### src/hdl/scpr_pkg.sv
package scpr_pkg;

    // sideband that travels with each beat
    typedef struct packed {
        logic ok;
        logic last;
    } t_side;

    // register indexes of the configuration port
    localparam logic [2:0] REG_START_ANGLE = 3'd0;
    localparam logic [2:0] REG_ANGLE_STEP  = 3'd1;
    localparam logic [2:0] REG_QUAT_W      = 3'd2;
    localparam logic [2:0] REG_QUAT_X      = 3'd3;
    localparam logic [2:0] REG_QUAT_Y      = 3'd4;
    localparam logic [2:0] REG_QUAT_Z      = 3'd5;
    localparam logic [2:0] REG_ORIENT_RDY  = 3'd6;

    // widths of the angle path and the cordic vector
    localparam int ANG_W = 34;
    localparam int XY_W  = 42;
    localparam int CX_W  = 26;
    localparam int MAX_CORDIC = 24;

    // angle constants, q16 radians
    localparam logic [19:0]        MOD_D     = 20'd411775;
    localparam logic [19:0]        Q_PI      = 20'd205887;
    localparam logic signed [20:0] Q_PI_S    = 21'sd205887;
    localparam logic signed [20:0] Q_HALF_S  = 21'sd102944;
    // multiple of two pi that makes every angle sum positive
    localparam logic signed [31:0] ANG_OFS   = 32'sd268889075;
    // floor(2^40 / two pi in q16)
    localparam logic [21:0]        RECIP     = 22'd2670175;
    // cordic gain in q30
    localparam logic signed [30:0] GAIN_Q30  = 31'sd652032874;

    localparam logic signed [ANG_W-1:0] ATAN_Q30 [MAX_CORDIC] = '{
        34'sd843314856, 34'sd497837829, 34'sd263043836, 34'sd133525158,
        34'sd67021686,  34'sd33543515,  34'sd16775850,  34'sd8388437,
        34'sd4194282,   34'sd2097149,   34'sd1048575,   34'sd524287,
        34'sd262143,    34'sd131071,    34'sd65535,     34'sd32767,
        34'sd16383,     34'sd8191,      34'sd4095,      34'sd2047,
        34'sd1023,      34'sd511,       34'sd255,       34'sd127
    };

endpackage

### src/hdl/scpr_angle.sv
module scpr_angle
    import scpr_pkg::*;
(
    input  logic                    i_clk,
    input  logic                    i_rst_n,
    input  logic                    i_vld,
    input  t_side                   i_side,
    input  logic [11:0]             i_idx,
    input  logic [23:0]             i_range,
    input  logic signed [18:0]      i_start_angle,
    input  logic signed [16:0]      i_angle_step,
    output logic                    o_vld,
    output t_side                   o_side,
    output logic [23:0]             o_range,
    output logic signed [ANG_W-1:0] o_z,
    output logic                    o_neg
);

    logic               r_a_vld, r_b_vld, r_c_vld, r_d_vld;
    t_side              r_a_side, r_b_side, r_c_side, r_d_side;
    logic [23:0]        r_a_rng, r_b_rng, r_c_rng, r_d_rng;
    logic [29:0]        r_a_sum, r_b_sum;
    logic [10:0]        r_b_q;
    logic [20:0]        r_c_rem;
    logic signed [ANG_W-1:0] r_d_z;
    logic               r_d_neg;

    logic signed [29:0] w_prod;
    logic signed [31:0] w_sum;
    logic [51:0]        w_qp;
    logic [30:0]        w_qd;
    logic [29:0]        w_rem_full;
    logic [19:0]        w_r2;
    logic signed [20:0] w_a;
    logic signed [20:0] w_f;
    logic               w_neg;

    // angle sum shifted positive by a multiple of two pi
    assign w_prod = $signed({1'b0, i_idx}) * i_angle_step;
    assign w_sum  = 32'(i_start_angle) + 32'(w_prod) + ANG_OFS;

    // quotient estimate by reciprocal, low by at most one
    assign w_qp = 52'(r_a_sum) * 52'(RECIP);

    // remainder, below twice the modulus
    assign w_qd       = 31'(r_b_q) * 31'(MOD_D);
    assign w_rem_full = r_b_sum - w_qd[29:0];

    // final correction, map to (-pi, pi], fold into the right half plane
    assign w_r2 = (r_c_rem >= 21'(MOD_D)) ? 20'(r_c_rem - 21'(MOD_D)) : r_c_rem[19:0];
    assign w_a  = (w_r2 > Q_PI) ? ($signed({1'b0, w_r2}) - $signed({1'b0, MOD_D}))
                                : $signed({1'b0, w_r2});

    always_comb begin
        w_f   = w_a;
        w_neg = 1'b0;
        if (w_a > Q_HALF_S) begin
            w_f   = w_a - Q_PI_S;
            w_neg = 1'b1;
        end else if (w_a < -Q_HALF_S) begin
            w_f   = w_a + Q_PI_S;
            w_neg = 1'b1;
        end
    end

    // valid chain
    always_ff @(posedge i_clk) begin
        if (!i_rst_n) begin
            r_a_vld <= 1'b0;
            r_b_vld <= 1'b0;
            r_c_vld <= 1'b0;
            r_d_vld <= 1'b0;
        end else begin
            r_a_vld <= i_vld;
            r_b_vld <= r_a_vld;
            r_c_vld <= r_b_vld;
            r_d_vld <= r_c_vld;
        end
    end

    // payload stages
    always_ff @(posedge i_clk) begin
        r_a_side <= i_side;
        r_a_rng  <= i_range;
        r_a_sum  <= w_sum[29:0];
        r_b_side <= r_a_side;
        r_b_rng  <= r_a_rng;
        r_b_sum  <= r_a_sum;
        r_b_q    <= w_qp[50:40];
        r_c_side <= r_b_side;
        r_c_rng  <= r_b_rng;
        r_c_rem  <= w_rem_full[20:0];
        r_d_side <= r_c_side;
        r_d_rng  <= r_c_rng;
        r_d_z    <= ANG_W'(w_f) <<< 14;
        r_d_neg  <= w_neg;
    end

    assign o_vld   = r_d_vld;
    assign o_side  = r_d_side;
    assign o_range = r_d_rng;
    assign o_z     = r_d_z;
    assign o_neg   = r_d_neg;

`ifndef ASSERT_OFF
    // folded angle of a real sample lies within plus or minus pi/2
    a_fold_range: assert property (@(posedge i_clk) disable iff (!i_rst_n)
        (r_d_vld && r_d_side.ok) |->
            (r_d_z <= (ANG_W'(Q_HALF_S) <<< 14) && r_d_z >= -(ANG_W'(Q_HALF_S) <<< 14)))
        else $error("folded angle out of range");
`endif

endmodule

### config.mk
export PLATFORM = sky130hd
export DESIGN_NAME = scpr_angle
export DESIGN_NICKNAME = d
export VERILOG_FILES = /design/src/hdl/scpr_pkg.sv /design/src/hdl/scpr_angle.sv
export SDC_FILE = /design/constraint.sdc
export NUM_CORES = 2
export LEC_CHECK = 0
export BUFFER_PORTS_ARGS = -buffer_cell sky130_fd_sc_hd__clkbuf_2
export CORE_ASPECT_RATIO = 0.7
export CORE_UTILIZATION = 45
export DETAILED_ROUTE_END_ITERATION = 6
export HOLD_SLACK_MARGIN = 0.12
export PLACE_DENSITY = 0.62
export SLEW_MARGIN = 10
export SYNTH_ARGS = -nofsm -noshare
export SYNTH_HDL_FRONTEND = slang
export SYNTH_SLANG_ARGS = --single-unit
export TNS_END_PERCENT = 20
### constraint.sdc
create_clock -name i_clk -period 10.3 [get_ports i_clk]
set_clock_uncertainty 0.2 [all_clocks]
set_input_delay 1.03 -clock i_clk [delete_from_list [all_inputs] [get_ports i_clk]]
set_output_delay 1.03 -clock i_clk [all_outputs]
set_load 0.005 [all_outputs]
==> reports/results.txt <==
The final layout contains routed wiring with a total length of 68.4 mm. TritonCTS built the clock tree. After detailed routing, the number of vias per cell comes to 5.12. The first routing iteration left 1119 violations. The overall fraction of global-route tracks in use is 0.220, and the clock transition time at the flip-flop clock pins of the worst setup and hold paths is 0.06 ns.

Fill cells in the final layout number 5767. The finished cells cover 30700 um^2. The clock latency at the later pin of the worst-skew pair is 0.54 ns. The wire-length estimate of the detail-placed layout is 60.6 mm. After synthesis the cells add up to 28600 um^2. The core region is 62200 um^2. Summed over all layers, the global routing overflow is 0. The number of port buffers is 124, and the area growth from synthesis to layout is 7.21%. The post-synthesis async set-or-reset flop share works out to 0.

STA classifies the critical path endpoint as a register. The via count of the first global-routing pass is 20.1k. The fraction of final layout cells sized beyond drive strength 1 was 0.0744; the starting utilization of the core area was 0.461.

The run gives 1 as the depth of the CTS H-tree. Among all flip-flop cells after synthesis, the most frequent one is sky130_fd_sc_hd__dfxtp_1. Final layout net count: 3878. The die width is 304 um, and the number of buffers created by CTS is 23. The final critical-path share of the clock period works out to 0.768. The number of antenna violations at the first check in global routing came out at 0. Setup repair after global routing left no endpoint under its margin. Data arrives at the worst endpoint at 8.17 ns. The die is 213 um tall.

The total number of clock tree sinks is 212, and the number of nets still failing antenna checks after routing is 0. For this block, the via count after detailed routing is 19.1k. The area enclosed by the die boundary was 64700 um^2. The critical path is of the in -> reg type. The number of library cell types mapped by synthesis is 97. The clock root buffer master was sky130_fd_sc_hd__clkbuf_16. The largest net degree at the start of global routing is 24, and the flip-flop and latch count after synthesis is 212. The post-placement worst setup slack was 1.94 ns; the first-pass GRT wire length was 110 mm. In this run, synthesis inferred 0 flip-flops with an integrated enable.

The area of the multi-input gates was 21600 um^2; the relative slew slack was 0.423. At the worst endpoint, the required time is 10.56 ns. The achievable clock frequency is 126 MHz.

The number of top-level design ports is 139. Yosys printed 0 warnings. The flow ran to the end, and the final reports show no timing, DRC or antenna violations. The final-report hold violation count was 0; the share of synthesized area occupied by flip-flops and latches was 0.148.

The cell count after synthesis came out at 2811. Setup violations remaining at the end of the flow were counted as 0. Setup slack closes at 2.39 ns.

The setup total negative slack is 0 ns, and the total iterations of the first detailed-routing run is 5. STA classifies the critical path startpoint as an input port. The largest driver fanout on the critical path was 17.

The run gives 0 as the DRC violation count after routing. The tool flagged a number of max-cap violations equal to 0. The smallest clock period supported by the final layout is computed as 7.91 ns. In the layout the commonest cells are 663 x sky130_fd_sc_hd__inv_1, 558 x sky130_fd_sc_hd__fa_1, 342 x sky130_fd_sc_hd__ha_1, 212 x sky130_fd_sc_hd__dfxtp_1, 194 x sky130_fd_sc_hd__nand2_1.

The run gives 0 as the antenna diode count. For the row count, the log shows 76. Leaving out fill and tap cells, the most frequent cell in the layout is sky130_fd_sc_hd__inv_1. The number of max-slew violations in the final report was 0; the post-synthesis average cell area was 10.2 um^2.

The maximum clock path buffer count was 3; the area after detailed placement was 30000 um^2. For the global placement routability congestion, the log shows 0.977. The path class of the lowest-slack min-delay path is reg -> reg.

The detail-routed net length per standard cell was 18.3 um; the area taken by flip-flops and latches was 4240 um^2. For the pin with the worst max-slew slack, the measured transition is 0.863 ns.
cells in the mapped netlist, types with 13 or more instances:
cell / n / area, um^2
sky130_fd_sc_hd__inv_1: 663 / 2490
sky130_fd_sc_hd__fa_1: 558 / 11200
sky130_fd_sc_hd__ha_1: 342 / 4280
sky130_fd_sc_hd__dfxtp_1: 212 / 4240
sky130_fd_sc_hd__nand2_1: 194 / 728
sky130_fd_sc_hd__and2_1: 98 / 613
sky130_fd_sc_hd__xnor2_1: 92 / 806
sky130_fd_sc_hd__a21oi_1: 77 / 385
sky130_fd_sc_hd__nor2_1: 68 / 255
sky130_fd_sc_hd__clkbuf_1: 39 / 146
sky130_fd_sc_hd__a21o_1: 36 / 270
sky130_fd_sc_hd__xor2_1: 34 / 298
sky130_fd_sc_hd__nand3_1: 27 / 135
sky130_fd_sc_hd__o21ai_0: 27 / 135
sky130_fd_sc_hd__nor3_1: 23 / 115
sky130_fd_sc_hd__buf_4: 18 / 135
sky130_fd_sc_hd__nor2b_1: 18 / 113
sky130_fd_sc_hd__a211oi_1: 16 / 120
sky130_fd_sc_hd__nand4_1: 15 / 93.8
sky130_fd_sc_hd__and3_1: 13 / 81.3
sky130_fd_sc_hd__or3_1: 13 / 81.3
state kept, by name, indices dropped and copies added (netlist names), 2 cells and up:
signal	cells
r_a_sum	30
o_range	24
r_a_rng	24
r_b_rng	24
r_c_rng	24
r_b_sum	21
r_c_rem	21
o_z	20
r_b_q	11
o_side	2
r_a_side	2
r_b_side	2
r_c_side	2
path summary, 6_finish.rpt:
| path | start | to | slack [ns] | cells past startpoint |
|---|---|---|---|---|
| worst max-delay path | i_idx[4] | r_a_sum[29] | 2.39 | 26 |
| worst min-delay path | r_b_rng[13] | r_c_rng[13] | 0.12 | 0 |
| worst max register to register | r_a_sum[7] | r_b_q[10] | 2.44 | 26 |
| worst min register to register | r_b_rng[13] | r_c_rng[13] | 0.12 | 0 |
metrics by stage:
| step | hold WS (ns) | std cells | util |
|---|---|---|---|
| after floorplan | 0.110 | 2824 | - |
| after global placement | 0.110 | 3694 | 0.482 |
| after detailed placement | 0.112 | 3694 | 0.482 |
| after CTS | 0.124 | 3737 | 0.494 |
| after global routing | 0.128 | 3737 | 0.494 |
| final | 0.124 | 3737 | 0.494 |
kinds of logic after synthesis:
logic type / synth area share
AND/OR/NAND/NOR: 0.0912
AO/OA/AOI/OAI: 0.0800
multiplexers: 0.00114
XOR/XNOR: 0.0391
flip-flops: 0.148
other: 0.000131
buffers and inverters: 0.101
adder cells (fa/ha/maj): 0.539
layout make-up:
cell class	count	area share
multi-input cells	1874	0.702
flip-flops and latches	212	0.138
inverters	663	0.0810
well taps	819	0.0334
repair buffers	127	0.0210
clock buffers	27	0.0199
clock inverters	15	0.00444
metal layers:
metal | global-route usage | share of wire | wire length [um] | up-vias
met2 | 0.334 | 0.45 | 30600 | 468
met4 | 0.0266 | 0.011 | 765 | 0
met3 | 0.0403 | 0.067 | 4600 | 48
met5 | 0 | 0 | 0 | -
li1 | - | - | - | 8918
met1 | 0.333 | 0.47 | 32400 | 9681
critical path, stage by stage:
cell and delay, ns:
sky130_fd_sc_hd__clkbuf_2 0.26, sky130_fd_sc_hd__and2_1 0.26, sky130_fd_sc_hd__fa_1 0.54, sky130_fd_sc_hd__inv_1 0.06, sky130_fd_sc_hd__fa_1 0.53, sky130_fd_sc_hd__inv_1 0.05
sky130_fd_sc_hd__fa_1 0.52, sky130_fd_sc_hd__fa_1 0.44, sky130_fd_sc_hd__fa_1 0.54, sky130_fd_sc_hd__inv_1 0.06, sky130_fd_sc_hd__fa_1 0.52, sky130_fd_sc_hd__inv_1 0.04
sky130_fd_sc_hd__ha_1 0.35, sky130_fd_sc_hd__a21o_1 0.21, sky130_fd_sc_hd__a21o_1 0.17, sky130_fd_sc_hd__a21o_1 0.17, sky130_fd_sc_hd__a21oi_1 0.15, sky130_fd_sc_hd__o21ai_0 0.23
sky130_fd_sc_hd__a31oi_1 0.40, sky130_fd_sc_hd__a211oi_1 0.21, sky130_fd_sc_hd__o41ai_1 0.35, sky130_fd_sc_hd__a21boi_0 0.19, sky130_fd_sc_hd__o21a_1 0.21, sky130_fd_sc_hd__o21a_1 0.18
sky130_fd_sc_hd__o41ai_1 0.31, sky130_fd_sc_hd__xnor2_1 0.17
repair_timing:
| item | 4_1_cts | 5_1_grt |
|---|---|---|
| endpoints found under the hold margin | 1 | 0 |
| gates resized for setup | 0 | 0 |
| hold buffers | 1 | 0 |
| setup buffers | 0 | 0 |
Power is left out: the tool's default activity adds up to more than one toggle a clock period on the data nets, which glitch-free logic cannot reach.
